===== config.mk =====
export PLATFORM = sky130hd
export DESIGN_NAME = tiled_dxt1_texture_decode_unit
export DESIGN_NICKNAME = d
export VERILOG_FILES = /design/src/tdxt_pkg.sv /design/src/tdxt_front.sv /design/src/tdxt_queue.sv /design/src/tdxt_back.sv /design/src/tiled_dxt1_texture_decode_unit.sv
export SDC_FILE = /design/constraint.sdc
export NUM_CORES = 1
export LEC_CHECK = 0
export BUFFER_PORTS_ARGS = -buffer_cell sky130_fd_sc_hd__buf_2
export CORE_MARGIN = 2
export CORE_UTILIZATION = 54
export DETAILED_ROUTE_END_ITERATION = 6
export GPL_TIMING_DRIVEN = 0
export PLACE_DENSITY = 0.71
export SYNTH_ARGS = -nofsm -noshare
export SYNTH_HDL_FRONTEND = slang
export SYNTH_SLANG_ARGS = --single-unit

===== constraint.sdc =====
create_clock -name clk_i -period 21.1 [get_ports clk_i]
set_clock_uncertainty 0.15 [all_clocks]
set_input_delay 3.165 -clock clk_i [delete_from_list [all_inputs] [get_ports clk_i]]
set_output_delay 3.165 -clock clk_i [all_outputs]
set_load 0.01 [all_outputs]

===== src/tdxt_pkg.sv =====
// types, constants and lookup tables shared by the tiled dxt1 decode unit
// depends on nothing; every other file of the block imports it
package tdxt_pkg;

  localparam int CfgW    = 11;
  localparam int CfgIdxW = 1;
  localparam int CoordW  = 13;
  localparam int ChanW   = 8;
  localparam int QDepth  = 2;

  localparam logic [CfgIdxW-1:0] CfgTilesAcross = 1'b0;
  localparam logic [CfgIdxW-1:0] CfgTilesDown   = 1'b1;

  typedef struct packed {
    logic [15:0] color0;
    logic [15:0] color1;
    logic [31:0] index_bits;
  } in_item_t;

  typedef struct packed {
    logic [CoordW-1:0] pixel_x;
    logic [CoordW-1:0] pixel_y;
    logic [ChanW-1:0]  red;
    logic [ChanW-1:0]  green;
    logic [ChanW-1:0]  blue;
    logic              last_of_block;
    logic              last_of_image;
  } out_item_t;

  typedef struct packed {
    logic [ChanW-1:0] r;
    logic [ChanW-1:0] g;
    logic [ChanW-1:0] b;
  } rgb_t;

  typedef struct packed {
    rgb_t [3:0]        pal;
    logic [31:0]       index_bits;
    logic [CoordW-1:0] base_x;
    logic [CoordW-1:0] base_y;
    logic              image_end;
  } entry_t;

  typedef logic [ChanW-1:0] lut5_t [32];
  typedef logic [ChanW-1:0] lut6_t [64];

  function automatic lut5_t gen_exp5();
    lut5_t t;
    for (int i = 0; i < 32; i++) begin
      t[i] = ChanW'((i * 255) / 31);
    end
    return t;
  endfunction

  function automatic lut6_t gen_exp6();
    lut6_t t;
    for (int i = 0; i < 64; i++) begin
      t[i] = ChanW'((i * 255) / 63);
    end
    return t;
  endfunction

  localparam lut5_t Exp5Lut = gen_exp5();
  localparam lut6_t Exp6Lut = gen_exp6();

  // x / 3 for x up to 765 by reciprocal 683 / 2048
  function automatic logic [ChanW-1:0] div3(logic [9:0] x);
    logic [20:0] prod;
    prod = 21'(x) * 21'd683;
    return prod[18:11];
  endfunction

endpackage


===== src/tdxt_front.sv =====
// front end: takes compressed sub-blocks, tracks tile position, builds the palette
// one register stage feeding the entry queue; uses tdxt_pkg
module tdxt_front #(
  parameter int MAX_TILES_ACROSS = 1024,
  parameter int MAX_TILES_DOWN   = 1024
) (
  input  logic                           clk_i,
  input  logic                           rst_ni,
  input  logic                           cfg_we_i,
  input  logic [tdxt_pkg::CfgIdxW-1:0]   cfg_idx_i,
  input  logic [tdxt_pkg::CfgW-1:0]      cfg_wdata_i,
  input  logic                           push_i,
  input  tdxt_pkg::in_item_t             item_i,
  output logic                           full_o,
  output logic                           q_push_o,
  output tdxt_pkg::entry_t               q_data_o,
  input  logic                           q_full_i
);
  import tdxt_pkg::*;

  localparam int AcrW = $clog2(MAX_TILES_ACROSS + 1);
  localparam int DnW  = $clog2(MAX_TILES_DOWN + 1);
  localparam int ColW = (MAX_TILES_ACROSS > 1) ? $clog2(MAX_TILES_ACROSS) : 1;
  localparam int RowW = (MAX_TILES_DOWN > 1) ? $clog2(MAX_TILES_DOWN) : 1;

  function automatic rgb_t expand(logic [15:0] c);
    rgb_t e;
    e.r = Exp5Lut[c[15:11]];
    e.g = Exp6Lut[c[10:5]];
    e.b = Exp5Lut[c[4:0]];
    return e;
  endfunction

  logic [AcrW-1:0] across_q;
  logic [DnW-1:0]  down_q;
  logic [ColW-1:0] col_q, col_d;
  logic [RowW-1:0] row_q, row_d;
  logic [1:0]      sb_q, sb_d;
  logic            accept;
  logic            last_col, last_row;

  logic              s1_valid_q;
  rgb_t              e0_q, e1_q;
  logic              mode_q;
  logic [31:0]       bits_q;
  logic [CoordW-1:0] bx_q, by_q;
  logic              end_q;

  // configuration, clamped to the legal range on write
  always_ff @(posedge clk_i or negedge rst_ni) begin
    if (!rst_ni) begin
      across_q <= AcrW'(1);
      down_q   <= DnW'(1);
    end else if (cfg_we_i) begin
      unique case (cfg_idx_i)
        CfgTilesAcross: begin
          if (cfg_wdata_i == '0) across_q <= AcrW'(1);
          else if (32'(cfg_wdata_i) > 32'(MAX_TILES_ACROSS)) across_q <= AcrW'(MAX_TILES_ACROSS);
          else across_q <= AcrW'(cfg_wdata_i);
        end
        CfgTilesDown: begin
          if (cfg_wdata_i == '0) down_q <= DnW'(1);
          else if (32'(cfg_wdata_i) > 32'(MAX_TILES_DOWN)) down_q <= DnW'(MAX_TILES_DOWN);
          else down_q <= DnW'(cfg_wdata_i);
        end
        default: ;
      endcase
    end
  end

  assign full_o   = s1_valid_q && q_full_i;
  assign accept   = push_i && !full_o;
  assign q_push_o = s1_valid_q && !q_full_i;

  assign last_col = ((AcrW + 1)'(col_q) + 1'b1) >= {1'b0, across_q};
  assign last_row = ((DnW + 1)'(row_q) + 1'b1) >= {1'b0, down_q};

  // position advance
  always_comb begin
    sb_d  = sb_q + 2'd1;
    col_d = col_q;
    row_d = row_q;
    if (sb_q == 2'd3) begin
      if (!last_col) begin
        col_d = col_q + 1'b1;
      end else begin
        col_d = '0;
        row_d = last_row ? '0 : row_q + 1'b1;
      end
    end
  end

  always_ff @(posedge clk_i or negedge rst_ni) begin
    if (!rst_ni) begin
      col_q      <= '0;
      row_q      <= '0;
      sb_q       <= '0;
      s1_valid_q <= 1'b0;
    end else begin
      if (accept) begin
        col_q <= col_d;
        row_q <= row_d;
        sb_q  <= sb_d;
      end
      s1_valid_q <= accept || (s1_valid_q && !q_push_o);
    end
  end

  // endpoint expansion stage
  always_ff @(posedge clk_i) begin
    if (accept) begin
      e0_q   <= expand(item_i.color0);
      e1_q   <= expand(item_i.color1);
      mode_q <= item_i.color0 > item_i.color1;
      bits_q <= item_i.index_bits;
      bx_q   <= CoordW'({col_q, sb_q[0], 2'b00});
      by_q   <= CoordW'({row_q, sb_q[1], 2'b00});
      end_q  <= (sb_q == 2'd3) && last_col && last_row;
    end
  end

  // blend stage, registered by the queue
  function automatic logic [ChanW-1:0] blend_a(logic [ChanW-1:0] a, logic [ChanW-1:0] b,
                                               logic mode);
    logic [9:0] s;
    logic [8:0] h;
    s = {a, 1'b0} + 10'(b);
    h = 9'(a) + 9'(b);
    return mode ? div3(s) : h[8:1];
  endfunction

  function automatic logic [ChanW-1:0] blend_b(logic [ChanW-1:0] a, logic [ChanW-1:0] b,
                                               logic mode);
    logic [9:0] s;
    s = 10'(a) + {b, 1'b0};
    return mode ? div3(s) : '0;
  endfunction

  always_comb begin
    q_data_o.pal[0]     = e0_q;
    q_data_o.pal[1]     = e1_q;
    q_data_o.pal[2].r   = blend_a(e0_q.r, e1_q.r, mode_q);
    q_data_o.pal[2].g   = blend_a(e0_q.g, e1_q.g, mode_q);
    q_data_o.pal[2].b   = blend_a(e0_q.b, e1_q.b, mode_q);
    q_data_o.pal[3].r   = blend_b(e0_q.r, e1_q.r, mode_q);
    q_data_o.pal[3].g   = blend_b(e0_q.g, e1_q.g, mode_q);
    q_data_o.pal[3].b   = blend_b(e0_q.b, e1_q.b, mode_q);
    q_data_o.index_bits = bits_q;
    q_data_o.base_x     = bx_q;
    q_data_o.base_y     = by_q;
    q_data_o.image_end  = end_q;
  end

endmodule


===== src/tdxt_queue.sv =====
// short queue of decoded sub-block entries between front and back end
// uses tdxt_pkg for the entry type and depth
module tdxt_queue (
  input  logic             clk_i,
  input  logic             rst_ni,
  input  logic             push_i,
  input  tdxt_pkg::entry_t data_i,
  output logic             full_o,
  input  logic             pop_i,
  output tdxt_pkg::entry_t data_o,
  output logic             empty_o
);
  import tdxt_pkg::*;

  localparam int PtrW = (QDepth > 1) ? $clog2(QDepth) : 1;
  localparam int CntW = $clog2(QDepth + 1);

  entry_t          mem_q [QDepth];
  logic [PtrW-1:0] wr_q, rd_q;
  logic [CntW-1:0] cnt_q;
  logic            do_push, do_pop;

  assign full_o  = cnt_q == CntW'(QDepth);
  assign empty_o = cnt_q == '0;
  assign do_push = push_i && !full_o;
  assign do_pop  = pop_i && !empty_o;
  assign data_o  = mem_q[rd_q];

  always_ff @(posedge clk_i) begin
    if (do_push) begin
      mem_q[wr_q] <= data_i;
    end
  end

  always_ff @(posedge clk_i or negedge rst_ni) begin
    if (!rst_ni) begin
      wr_q  <= '0;
      rd_q  <= '0;
      cnt_q <= '0;
    end else begin
      if (do_push) wr_q <= (32'(wr_q) == QDepth - 1) ? '0 : wr_q + 1'b1;
      if (do_pop)  rd_q <= (32'(rd_q) == QDepth - 1) ? '0 : rd_q + 1'b1;
      if (do_push && !do_pop)      cnt_q <= cnt_q + 1'b1;
      else if (do_pop && !do_push) cnt_q <= cnt_q - 1'b1;
    end
  end

endmodule


===== src/tdxt_back.sv =====
// back end: walks the sixteen pixels of a queued entry into the result register
// uses tdxt_pkg
module tdxt_back (
  input  logic                clk_i,
  input  logic                rst_ni,
  input  tdxt_pkg::entry_t    q_data_i,
  input  logic                q_empty_i,
  output logic                q_pop_o,
  input  logic                pop_i,
  output logic                empty_o,
  output tdxt_pkg::out_item_t result_o
);
  import tdxt_pkg::*;

  logic [3:0]  cnt_q;
  logic        out_valid_q;
  out_item_t   out_q, pix;
  logic        step;
  logic [31:0] sh;
  logic [1:0]  idx;

  assign step    = !q_empty_i && (!out_valid_q || pop_i);
  assign q_pop_o = step && (cnt_q == 4'd15);
  assign empty_o = !out_valid_q;
  assign result_o = out_q;

  always_comb begin
    sh  = q_data_i.index_bits << {cnt_q, 1'b0};
    idx = sh[31:30];
    pix.pixel_x       = q_data_i.base_x + CoordW'(cnt_q[1:0]);
    pix.pixel_y       = q_data_i.base_y + CoordW'(cnt_q[3:2]);
    pix.red           = q_data_i.pal[idx].r;
    pix.green         = q_data_i.pal[idx].g;
    pix.blue          = q_data_i.pal[idx].b;
    pix.last_of_block = cnt_q == 4'd15;
    pix.last_of_image = (cnt_q == 4'd15) && q_data_i.image_end;
  end

  always_ff @(posedge clk_i or negedge rst_ni) begin
    if (!rst_ni) begin
      cnt_q       <= '0;
      out_valid_q <= 1'b0;
    end else begin
      if (step) cnt_q <= cnt_q + 4'd1;
      if (step) out_valid_q <= 1'b1;
      else if (pop_i) out_valid_q <= 1'b0;
    end
  end

  always_ff @(posedge clk_i) begin
    if (step) out_q <= pix;
  end

endmodule


===== src/tiled_dxt1_texture_decode_unit.sv =====
// top level of the tiled dxt1 sub-block decoder
// instantiates tdxt_front, tdxt_queue and tdxt_back; uses tdxt_pkg
//
// Each request is one 8-byte dxt1 sub-block; it yields sixteen pixel results,
// row by row, with image coordinates from the tile position counters. The
// back end emits one pixel per cycle while the queue holds an entry and the
// result register is empty or being popped. The endpoint expansion is
// registered when the request is taken, the blends are written into a
// two-entry queue once it has room, and with an idle back end the first pixel
// then reaches the result register. full rises while the expansion register
// holds a request and the queue is full. Tile counts are clamped on write to
// 1..MAX; a register write takes effect at the next request. No clearing pass
// after reset.
module tiled_dxt1_texture_decode_unit #(
  parameter int MAX_TILES_ACROSS = 1024,
  parameter int MAX_TILES_DOWN   = 1024
) (
  input  logic                         clk_i,
  input  logic                         rst_ni,
  input  logic                         cfg_we_i,
  input  logic [tdxt_pkg::CfgIdxW-1:0] cfg_idx_i,
  input  logic [tdxt_pkg::CfgW-1:0]    cfg_wdata_i,
  input  logic                         push,
  output logic                         full,
  input  tdxt_pkg::in_item_t           item_i,
  output logic                         empty,
  input  logic                         pop,
  output tdxt_pkg::out_item_t          result_o
);
  import tdxt_pkg::*;

  logic   q_push, q_full, q_pop, q_empty;
  entry_t q_wdata, q_rdata;

  tdxt_front #(
    .MAX_TILES_ACROSS(MAX_TILES_ACROSS),
    .MAX_TILES_DOWN  (MAX_TILES_DOWN)
  ) u_front (
    .clk_i      (clk_i),
    .rst_ni     (rst_ni),
    .cfg_we_i   (cfg_we_i),
    .cfg_idx_i  (cfg_idx_i),
    .cfg_wdata_i(cfg_wdata_i),
    .push_i     (push),
    .item_i     (item_i),
    .full_o     (full),
    .q_push_o   (q_push),
    .q_data_o   (q_wdata),
    .q_full_i   (q_full)
  );

  tdxt_queue u_queue (
    .clk_i  (clk_i),
    .rst_ni (rst_ni),
    .push_i (q_push),
    .data_i (q_wdata),
    .full_o (q_full),
    .pop_i  (q_pop),
    .data_o (q_rdata),
    .empty_o(q_empty)
  );

  tdxt_back u_back (
    .clk_i    (clk_i),
    .rst_ni   (rst_ni),
    .q_data_i (q_rdata),
    .q_empty_i(q_empty),
    .q_pop_o  (q_pop),
    .pop_i    (pop),
    .empty_o  (empty),
    .result_o (result_o)
  );

endmodule

==> impl_metrics.env <==
export IMPL_status="finished clean"
export IMPL_worst_path_buf_inv=6
export IMPL_grt_max_degree=69
export IMPL_syn_num_nets=3246
export IMPL_antenna_found_initial=10
export IMPL_final_common_cell="edfxtp_1"
export IMPL_hold_ws_ns=0.290
export IMPL_setup_tns_final_ns=0
export IMPL_core_sq_mm=0.0601
export IMPL_fin_util_pct=60.5
export IMPL_grt_pass1_vias=21600
export IMPL_worstSetupPathType="reg -> reg"
export IMPL_drt_iter0_drc=1280
export IMPL_syn_avg_cell_area_sq_um=12.6
export IMPL_fin_nets=3445
export IMPL_max_slew_margin_pct=36.1
export IMPL_drcViolationCount=0
export IMPL_io_pins=135
export IMPL_cts_root_buf="clkbuf_16"
export IMPL_cp_required_ns=21.27
export IMPL_grt_pass1_wl_mm=114
export IMPL_cts_clk_slew_worst_paths_ns=0.07
export IMPL_cts_buffers=52
export IMPL_ant_nets=0
export IMPL_netlist_area_sq_mm=0.0327
export IMPL_die_h_microns=250
export IMPL_slew_violations=0
export IMPL_maxCapViolCount=0
export IMPL_place_inst=3516
export IMPL_grt_overflow=0
export IMPL_cts_setup_buffers=0
export IMPL_ys_flop_type="edfxtp_1"
export IMPL_drt_total_wl_mm=71.0
export IMPL_cp_top_family="adder cells"
export IMPL_grt_usage_pct=23.1
export IMPL_wl_per_cell_microns=19.6
export IMPL_clock_latency_ns=0.61
export IMPL_worstPathArrival_ns=7.85
export IMPL_synth_edf_count=458
export IMPL_die_w_microns=250
export IMPL_synth_cell_types=68
export IMPL_yosysSeqAreaShare_pct=46.2
export IMPL_worst_pin_slew_ns=0.951
export IMPL_rrSetupSlack_ns=13.42
export IMPL_dieArea_sq_mm=0.0625
export IMPL_start_util_pct=54.3
export IMPL_layoutNonFillerInstCount=3614
export IMPL_cts_tree="built"
export IMPL_crit_fanout=8
export IMPL_dr_pass1_iters=5
export IMPL_hpwl_mm=54.4
export IMPL_fmax_mhz=130
export IMPL_num_rows=90
export IMPL_port_buffers=134
export IMPL_netlist_instances=2589
export IMPL_mostFrequentLayoutCells="edfxtp_1, ha_1, inv_1, buf_2, fa_1"
export IMPL_ctsHoldBuffers=0
export IMPL_viasPerCell=5.69
export IMPL_critical_path_most_common_cell="inv_1"
export IMPL_dr_total_vias=20600
export IMPL_hold_path_class="reg -> reg"
export IMPL_drive_gt1_share_pct=10.8
export IMPL_setup_viol=0
export IMPL_fin_crit_sh_pct=36.4
export IMPL_cts_num_sinks=512
export IMPL_cts_resized=0
export IMPL_end_kind="flop"
export IMPL_htree_levels=2
export IMPL_max_stage_delay_ns=0.57
export IMPL_async_flop_share_pct=10.5
export IMPL_hold_violations=0
export IMPL_rsz0062_at_grt="no"
export IMPL_area_delta_synth_final_pct=11.3
export IMPL_clockBufferDepth=3
export IMPL_layout_min_cycle_time_ns=7.68
export IMPL_gp_congestion=0.901
export IMPL_yosysWarnings=0
export IMPL_ys_seq_elements=512
export IMPL_cp_slowest_cell="edfxtp_1"
export IMPL_crit_path_start_kind="flop"
==> state kept, by name (all words and copies together), names as in the netlist <==
register            count
u_front.q_data_o       48
u_queue.cnt_q           2
u_front.bx_q           11
u_queue.mem_q         302
u_front.sb_q            2
u_queue.wr_q            1
u_back.out_valid_q      1
u_front.bits_q         32
u_front.s1_valid_q      1
u_back.result_o        52
u_front.col_q          10
u_front.end_q           1
u_front.across_q       11
u_queue.rd_q            1
u_front.mode_q          1
u_front.by_q           11
u_front.down_q         11
u_front.row_q          10
u_back.cnt_q            4
==> path summary, 6_finish.rpt <==
kind	from	endpoint	cells after the start
min in group asynchronous	rst_ni	u_front.down_q[1]$_DFFE_PN0P_	1
max	u_front.q_data_o[83]$_DFFE_PP_	u_queue.mem_q[0][134]$_DFFE_PP_	26
min	u_front.by_q[12]$_DFFE_PP_	u_queue.mem_q[0][11]$_DFFE_PP_	0
max reg2reg	u_front.q_data_o[83]$_DFFE_PP_	u_queue.mem_q[0][134]$_DFFE_PP_	26
min reg2reg	u_front.by_q[12]$_DFFE_PP_	u_queue.mem_q[0][11]$_DFFE_PP_	0
max in group asynchronous	rst_ni	u_back.cnt_q[0]$_DFFE_PN0P_	1
==> worst register-to-register path: cells and delay by family (launching register included) <==
kind / cells / cell delay, ns
buffers and inverters: 6 / 0.45
and+or+nand+nor: 3 / 0.40
adders and majority gates: 8 / 3.20
DFF: 1 / 0.57
AOI/OAI and AO/OA: 8 / 2.29
xor gates and xnor gates: 1 / 0.34
==> layout make-up <==
cell class	count	area, sq um
inverters	329	1240
well taps	782	978
clock buffers	61	1380
clock inverters	34	377
flip-flops and latches	512	15100
diodes	3	7.51
plain buffers	50	303
multi-input cells	1698	16000
fillers	4749	23800
repair buffers	145	938
==> metrics by stage <==
step / setup slack (ns) / cell area (sq um)
2_1_floorplan: 13.40 / 32700
3_3_place_gp: 10.04 / 34300
3_5_place_dp: 13.50 / 34600
4_1_cts: 13.44 / 36400
5_1_grt: 12.98 / 36400
6_report: 13.42 / 36400
==> synth_stat cells, drive strengths merged, types with 24 or more instances <==
library cell,instances,area (sq um)
nand2,91,342
inv,329,1230
edfxtp,458,13800
mux2i,106,1060
a21o,49,368
fa,128,2560
buf,29,224
nand2b,26,163
nand3,25,125
a21oi,91,455
xnor2,96,841
nor2,113,424
nor3,24,120
o21ai,106,531
ha,448,5610
a22o,57,499
dfrtp,52,1300
mux2,29,327
nor2b,24,158
xor2,51,447
==> cells by family after synthesis <==
| group | share of synthesized area, % |
|---|---|
| AOI/OAI and AO/OA | 8.97 |
| xor gates and xnor gates | 3.94 |
| adders and majority gates | 25.0 |
| buffers and inverters | 4.71 |
| DFF | 46.2 |
| muxes | 5.41 |
| and+or+nand+nor | 5.73 |
==> layer usage <==
layer	track usage [%]	wire length (microns)
met4	7.39	1980
met5	0	93
met3	3.61	3590
met1	30.1	30800
met2	39.7	34600
Power is not shown: default switching activity piles up to over one toggle a cycle in this logic, so the estimate is an artifact.
